### src/leb_pkg.sv
// ----------------------------------------------------------------------------
// leb_pkg
// shared types and constants of the line edit buffer
// ----------------------------------------------------------------------------
package leb_pkg;

	typedef enum logic [3:0] {
		MODE_INSERT     = 4'd0,
		MODE_BACKSPACE  = 4'd1,
		MODE_DELETE     = 4'd2,
		MODE_LEFT       = 4'd3,
		MODE_RIGHT      = 4'd4,
		MODE_WORD_LEFT  = 4'd5,
		MODE_WORD_RIGHT = 4'd6,
		MODE_UP         = 4'd7,
		MODE_DOWN       = 4'd8,
		MODE_HOME       = 4'd9,
		MODE_END        = 4'd10,
		MODE_NEW_LINE   = 4'd11,
		MODE_READ       = 4'd12
	} mode_t;

	typedef enum logic [1:0] {
		ST_IDLE,
		ST_WORK,
		ST_DONE
	} state_t;

	// shift command broadcast to every cell of the row
	typedef enum logic [1:0] {
		SH_HOLD,
		SH_RIGHT,
		SH_LEFT
	} shift_t;

	localparam logic [7:0] SPACE_CODE    = 8'd32;
	localparam logic [0:0] REG_COLS      = 1'b0;
	localparam logic [0:0] REG_ROWS      = 1'b1;
	localparam logic [7:0] COLS_RESET    = 8'd80;
	localparam logic [7:0] ROWS_RESET    = 8'd25;

endpackage

### src/leb_cell.sv
// ----------------------------------------------------------------------------
// leb_cell
// one character cell: loads from its left or right neighbor or the key
// ----------------------------------------------------------------------------
module leb_cell (
	input  logic            clk,
	input  leb_pkg::shift_t shift,
	input  logic            shift_en,
	input  logic            load_en,
	input  logic [7:0]      load_char,
	input  logic [7:0]      left_char,
	input  logic [7:0]      right_char,
	output logic [7:0]      char_q
);
	always_ff @(posedge clk) begin
		if (load_en) begin
			char_q <= load_char;
		end else if (shift_en) begin
			case (shift)
				leb_pkg::SH_RIGHT: char_q <= left_char;
				leb_pkg::SH_LEFT:  char_q <= right_char;
				default:           char_q <= char_q;
			endcase
		end
	end
endmodule

### config.mk
export PLATFORM = sky130hd
export DESIGN_NAME = leb_cell
export DESIGN_NICKNAME = d
export VERILOG_FILES = /design/src/leb_pkg.sv /design/src/leb_cell.sv
export SDC_FILE = /design/constraint.sdc
export NUM_CORES = 1
export LEC_CHECK = 0
export BUFFER_PORTS_ARGS = -buffer_cell sky130_fd_sc_hd__buf_2
export CORE_ASPECT_RATIO = 0.9
export CORE_MARGIN = 2
export CORE_UTILIZATION = 40
export DETAILED_ROUTE_END_ITERATION = 7
export PLACE_DENSITY = 0.81
export SLEW_MARGIN = 5
export SYNTH_ARGS = -nofsm -noshare
export SYNTH_HDL_FRONTEND = slang
export SYNTH_SLANG_ARGS = --single-unit
### constraint.sdc
create_clock -name clk -period 2.7 [get_ports clk]
set_input_delay 0.81 -clock clk [delete_from_list [all_inputs] [get_ports clk]]
set_output_delay 0.81 -clock clk [all_outputs]
set_load 0.02 [all_outputs]
### Yosys cells after proc, flatten, opt, wreduce, memory -nomap -nowiden

Index checks and enable logic that the tools add are counted.

* word-level logic and storage cells: 9
* bits in registers: 8
* input bits: 29

* muxes and demuxes: 3
* reduce and logical (&&, ||, !) cells: 3
* eq/ne operators: 2

Operators with widths (count)
* two-way mux 8 bit: 2
* one-hot mux 8 bit (2 select lines): 1
* nonzero test 3 bit: 1
* equality test 2 x 1 -> 1 bit (second input constant): 1
* equality test 2 bit (second input constant): 1
* AND reduction 2 bit: 1
* nonzero test 2 bit: 1

### Longest topological paths before layout

Gate-level depths: netlist of the first run.

* depth after elaboration: 4
* depth in mapped cells: 4
* mapped depth without buffers: 2

### Least setup slack after synthesis of the first run

No wires, ideal clock.

* path kind: input-to-reg
* start point: input port shift[0]
* end point: register char_q[0], enable pin
* required time: 2.440 ns
* buffers on the path: 1
* data arrival time: 1.379 ns
* stages on the path: 3
* path slack: 1.061 ns
* cell sequence: buf_2 xor2_1 a21o_2

* word-level cells in the longest chain between the ends: 3

RTL lines
* start: declaration: RTL line leb_cell.sv:7 `input leb_pkg::shift_t shift,`
* equality test 2 bit or equality test 2 x 1 -> 1 bit (tied branches): RTL line leb_cell.sv:19 `case (shift)`
* nonzero test 3 bit (no source line) *
* AND reduction 2 bit (no source line) *
* end signal: assignment: RTL line leb_cell.sv:20 `leb_pkg::SH_RIGHT: char_q <= left_char;`
* end signal: assignment: RTL line leb_cell.sv:21 `leb_pkg::SH_LEFT: char_q <= right_char;`
* end signal: assignment: RTL line leb_cell.sv:22 `default: char_q <= char_q;`
* end: declaration: RTL line leb_cell.sv:13 `output logic [7:0] char_q`

Every way passes the cells marked *; elsewhere a longest branch is shown, timed or not.
A chain may end at the register's enable or synchronous reset.

### Worst setup path in the final report of the first run

* start point: register char_q[1]
* end point: output port char_q[1]

RTL lines
* start signal: assignment: RTL line leb_cell.sv:17 `char_q <= load_char;`
* start signal: assignment: RTL line leb_cell.sv:20
* start signal: assignment: RTL line leb_cell.sv:21

No word-level cell between the ends.

==> results of run 1 <==
[power breakdown]
group          switching, mW  internal [mW]
registers            0.00287          0.157
logic                 0.0571         0.0449
clock network         0.0382         0.0507
total                 0.0981          0.253
[worst max path at each step]
stage,end,slack [ps],from
after floorplan,char_q[0],1060,shift[0]
after detailed placement,char_q[5],890,shift[1]
after global placement,char_q[5],930,shift[1]
after CTS,char_q[1],1110,char_q[1]
after global routing,char_q[5],1080,char_q[5]
final,char_q[1],1110,char_q[1]
[per-layer routing]
layer / routed length, µm / part of all wire
met4: 20 / 0.018
met3: 86 / 0.077
met2: 500 / 0.45
met5: 0 / 0
met1: 505 / 0.45
[cells in the final DEF, fill, tap and decap left out]
master / synthesis / layout
edfxtp_1: 8 / 8
clkbuf_4: 0 / 3
inv_1: 8 / 8
xor2_1: 1 / 1
o311ai_1: 2 / 2
nand4bb_1: 8 / 8
o311ai_4: 1 / 1
a21o_2: 1 / 1
o311ai_2: 5 / 5
buf_2: 1 / 36
nand2_1: 8 / 8
nor2b_4: 1 / 1
[cell type report]
| type | count | area share |
|---|---|---|
| multi-input cells | 27 | 0.360 |
| well taps | 15 | 0.0244 |
| flip-flops and latches | 8 | 0.313 |
| clock buffers | 3 | 0.0293 |
| repair buffers | 36 | 0.235 |
| inverters | 8 | 0.0391 |
[kinds of logic after synthesis]
group / after synthesis / share of synthesized area
AOI/OAI and AO/OA: 9 / 0.229
xor gates and xnor gates: 1 / 0.0150
buffers and inverters: 12 / 0.118
DFF: 8 / 0.410
and+or+nand+nor: 17 / 0.229
[through the flow]
step | std cells | power [mW] | instance area [µm²] | worst slack, ps
2_1_floorplan | 47 | 0.231 | 586 | 1060
3_3_place_gp | 94 | 0.263 | 746 | 931
3_5_place_dp | 94 | 0.265 | 746 | 894
4_1_cts | 97 | 0.354 | 768 | 1110
5_1_grt | 97 | 0.371 | 768 | 1080
6_report | 97 | 0.351 | 768 | 1110
==> metrics.yaml, run 1 <==
cpLargestDelayFamily: "flip-flops"
crit_slowest_cell: "edfxtp_1"
drv_cap: 0
initial_core_util: 0.414
crit_path_cell_trace: "buf_2"
synth_edf_count: 8
finalCriticalPeriod_ps: 1590
clkTransAtPathRegs_ps: 50
grt.overflow.total: 0
whs_endpoint: "char_q[7]"
rsz0062_at_grt: "false"
ctsHtreeMaxLevel: 1
postRouteAntennaNets: 0
cts_tree: "done"
finalMaxSlewViolations: 0
cp.depth: 1
drc: 0
nets: 113
core_area_um2: 1420
use_met3: 0.0225
clockBufferDepth: 2
diodes: 0
dp_hpwl_um: 878
start_kind: "flip-flop"
crit_buf_inv: 1
yosys.area.top_type: "edfxtp_1"
critPathArrivalTime_ps: 780
post-route-util: 0.543
pin_count: 37
finalCritPeriodShare: 0.587
post_cts_buffers: 0
place.port_buffers: 36
synthesis.nets: 76
criticalPathCategory: "reg -> out"
synth-seq-area-share: 0.410
use_met2: 0.243
endpoint_kind: "output port"
peakVddDrop_uv: 182
die_h_um: 40.3
grt_pass1_wl_um: 1810
grtUsageMet1: 0.176
p_per_area_nw_per_um2: 457
synth_top_cell_area_share: 0.410
synthTopCellsByCount: "edfxtp_1 (8), inv_1 (8), nand2_1 (8), nand4bb_1 (8), o311ai_2 (5)"
synth_area_um2: 586
place_congestion: 0.776
drive_gt1_frac: 0.573
vias: 482
path_max_fanout: 1
hold_depth: 3
multi_input_area_um2: 277
wirelength_um: 1110
largest_reg_flops: 8
setup_violations: 0
p_leak_nw: 0.357
grtUsageTotal: 0.148
worst_pin_slew_ps: 442
grt_pass1_vias: 443
async_flop_share: 0
rows: 13
synth_cell_types: 14
grt_max_degree: 26
antenna_found_initial: 0
area_growth_pct: 31.2
clock_sinks: 8
hold_class: "in -> reg"
crit_required_ps: 1890
status: "complete, no violations"
drt_first_pass_iters: 3
viasPerCell: 4.97
yosysWarningCount: 0
reg_top3: "char_q: 8 flops"
synth_cells: 47
cts_root_buf: "clkbuf_4"
crit_path_max_incr_delay_ps: 360
hold_start: "load_char[7]"
wire_per_inst_um: 11.5
cts_resized: 0
hold-worst-slack_ps: 865
finalSetupTns_ps: 0
drtIter0Drc: 2
fmax_mhz: 631
hold_viol_final: 0
grt.busiest_layer: "met2"
syn_area_per_cell_um2: 12.5
synth.ff_latch_count: 8
slew_headroom: 0.706
num-fill-cells: 139
cts_buffers: 3
holdBufCountCts: 0
fp.dieW_um: 44.3
dieArea_um2: 1790
synthTopCellsByArea: "edfxtp_1 (41%), nand4bb_1 (15%), o311ai_2 (14%)"
synth_flop_cell: "edfxtp_1"
regArea_um2: 240
regMostFlops: "char_q"
Power figures use the tool's default switching activity.
==> inputs of run 2 (changes only) <==
--- a/config.mk
+++ b/config.mk
@@ -5,12 +5,12 @@
 export SDC_FILE = /design/constraint.sdc
 export NUM_CORES = 1
 export LEC_CHECK = 0
+export ABC_AREA = 1
 export BUFFER_PORTS_ARGS = -buffer_cell sky130_fd_sc_hd__buf_2
-export CORE_ASPECT_RATIO = 0.9
 export CORE_MARGIN = 2
-export CORE_UTILIZATION = 40
+export CORE_UTILIZATION = 39
 export DETAILED_ROUTE_END_ITERATION = 7
-export PLACE_DENSITY = 0.81
+export PLACE_DENSITY = 0.82
 export SLEW_MARGIN = 5
 export SYNTH_ARGS = -nofsm -noshare
 export SYNTH_HDL_FRONTEND = slang
==> constraint.sdc (replaced) <==
create_clock -name clk -period 1.6 [get_ports clk]
set_input_delay 0.48 -clock clk [delete_from_list [all_inputs] [get_ports clk]]
set_output_delay 0.48 -clock clk [all_outputs]
set_load 0.02 [all_outputs]
==> run 2 against run 1 <==
Against the previous run:
- via count increased by 18%
- critical endpoint is now char_q[0]
- die area decreased by 6.6%
- global-route usage increased by 2.4 points
- clock power rose by 74%
- critical path type unchanged
==> metrics.yaml, run 2 <==
status: "complete, no violations"
fp.dieW_um: 40.8  # -7.9%
yosysWarningCount: 0  # unchanged
cts_tree: "done"
ctsHtreeMaxLevel: 1  # unchanged
finalCriticalPeriod_ps: 1280
clkTransAtPathRegs_ps: 50  # about the same
setup_violations: 0  # unchanged
initial_core_util: 0.412  # -0.00191
grt.overflow.total: 0  # unchanged
diodes: 0  # unchanged
yosysMostFrequentCell: "nand2_1"
cts_root_buf: "clkbuf_4"
start_kind: "flip-flop"
slew_headroom: 0.792  # +0.0866
cpLargestDelayFamily: "flip-flops"
crit_required_ps: 1120  # -770 ps
hold_class: "in -> reg"
die_h_um: 40.8  # +1.4%
p_leak_nw: 0.444  # +24%
drt_first_pass_iters: 4  # +1
core_area_um2: 1280  # -9.2%
grt_pass1_vias: 445  # +0.45%
largest_reg_flops: 8  # unchanged
holdBufCountCts: 0  # unchanged
clockBufferDepth: 2  # unchanged
dpl.cell_count: 122  # +30%
synth_cell_types: 10  # -4
regMostFlops: "char_q"
pin_count: 37  # unchanged
drtIter0Drc: 17  # +15
grt_max_degree: 10  # -62%
finalSetupTns_ps: 0  # unchanged
cp.depth: 1  # unchanged
peakVddDrop_uv: 231  # +27%
wirelength_um: 1200  # +8.0%
hold-worst-slack_ps: 495  # -370 ps
fmax_mhz: 784
synth.ff_latch_count: 8  # unchanged
drive_gt1_frac: 0.464  # -0.110
hold_viol_final: 0  # unchanged
antenna_found_initial: 0  # unchanged
synth_flop_cell: "edfxtp_1"
dp_hpwl_um: 971  # +11%
rsz0062_at_grt: "false"
nets: 141  # +25%
finalCritPeriodShare: 0.798
post-route-util: 0.575  # +0.0326
synth_area_um2: 529  # -9.6%
path_max_fanout: 1  # unchanged
area_growth_pct: 39.7
criticalPathCategory: "reg -> out"
layout.cells.most_common_list: "buf_2 (36), nand2_1 (26), nand3_1 (16)"
dp_slack_ps: 198  # -696 ps
cts_resized: 0  # unchanged
place_congestion: 0.746  # -3.9%
vias: 571  # +18%
grtUsageTotal: 0.172  # +0.0236
drc: 0  # unchanged
crit_slowest_cell: "edfxtp_1"
grt_pass1_wl_um: 1750  # -3.4%
synthesis.nets: 101  # +33%
rows: 13  # unchanged
syn_area_per_cell_um2: 7.35  # -41%
clock_sinks: 8  # unchanged
synth_top_cell_area_share: 0.454  # +0.0436
reg_top3: "char_q: 8 flops"
finalPower_mw: 0.591  # +69%
hold_depth: 3  # unchanged
async_flop_share: 0  # unchanged
wire_per_inst_um: 9.61  # -16%
synth_cells: 72  # +53%
drv_cap: 0  # unchanged
setup_ws_ps: 324  # -791 ps
synth_edf_count: 8  # unchanged
p_per_area_nw_per_um2: 799  # +75%
fin_area_um2: 739  # -3.7%
finalMaxSlewViolations: 0  # unchanged
endpoint_kind: "output port"
synth-seq-area-share: 0.454  # +0.0436
hold_start: "load_char[4]"
yosys.area.top_type: "edfxtp_1"
crit_buf_inv: 1  # unchanged
post_cts_buffers: 0  # unchanged
viasPerCell: 4.57  # -8.1%
synthTopCellsByCount: "nand2_1 (26), nand3_1 (16), inv_2 (9), edfxtp_1 (8), inv_1 (8)"
worst_pin_slew_ps: 311  # -131 ps
dieArea_um2: 1670  # -6.6%
place_area_um2: 717  # -3.9%
crit_path_max_incr_delay_ps: 370  # about the same
whs_endpoint: "char_q[4]"
postRouteAntennaNets: 0  # unchanged
final_cells: 125  # +29%
critPathArrivalTime_ps: 800  # +20 ps
crit_path_cell_trace: "buf_2"
final_common_cell: "buf_2"
synthTopCellsByArea: "edfxtp_1 (45%), nand2_1 (18%), nand3_1 (15%)"
place.port_buffers: 36  # unchanged
cts_buffers: 3  # unchanged
[run 2: cell count changes after synthesis, sizes merged]
cell and delta:
nor2b -1, o311ai -8, a21o -1, clkinv +1, buf -2, nand4bb -8, inv +9, nand2 +19
nand3 +16
[run 2: layout make-up]
cell class,instances,area [µm²]
clock buffers,3,22.5
fillers,122,546
inverters,18,72.6
multi-input cells,44,198
flip-flops and latches,8,240
well taps,15,18.8
repair buffers,37,188
[run 2: worst max path at each step]
| stage | start | end | slack, ps |
|---|---|---|---|
| floorplan | shift[1] | char_q[0] | 290 |
| CTS | char_q[0] | char_q[0] | 310 |
| finish | char_q[0] | char_q[0] | 320 |
| detailed placement | shift[0] | char_q[0] | 200 |
| global placement | shift[0] | char_q[5] | 240 |
| global route | char_q[0] | char_q[0] | 290 |
[run 2: kinds of logic after synthesis]
group	synth area share
DFF	0.454
and+or+nand+nor	0.357
xor gates and xnor gates	0.0166
buffers and inverters	0.173
[run 2: layer usage]
layer  vias to the layer above  part of all wire  track usage
met5                         -                 0            0
met4                         0             0.031        0.125
met3                         4             0.091       0.0489
met2                        26              0.55        0.289
met1                       244              0.33        0.179
li1                        297                 -            -
[run 2: power by group]
group          switching [mW]  internal [mW]
Combinational           0.100         0.0652
Sequential            0.00567          0.265
Clock                  0.0694         0.0859
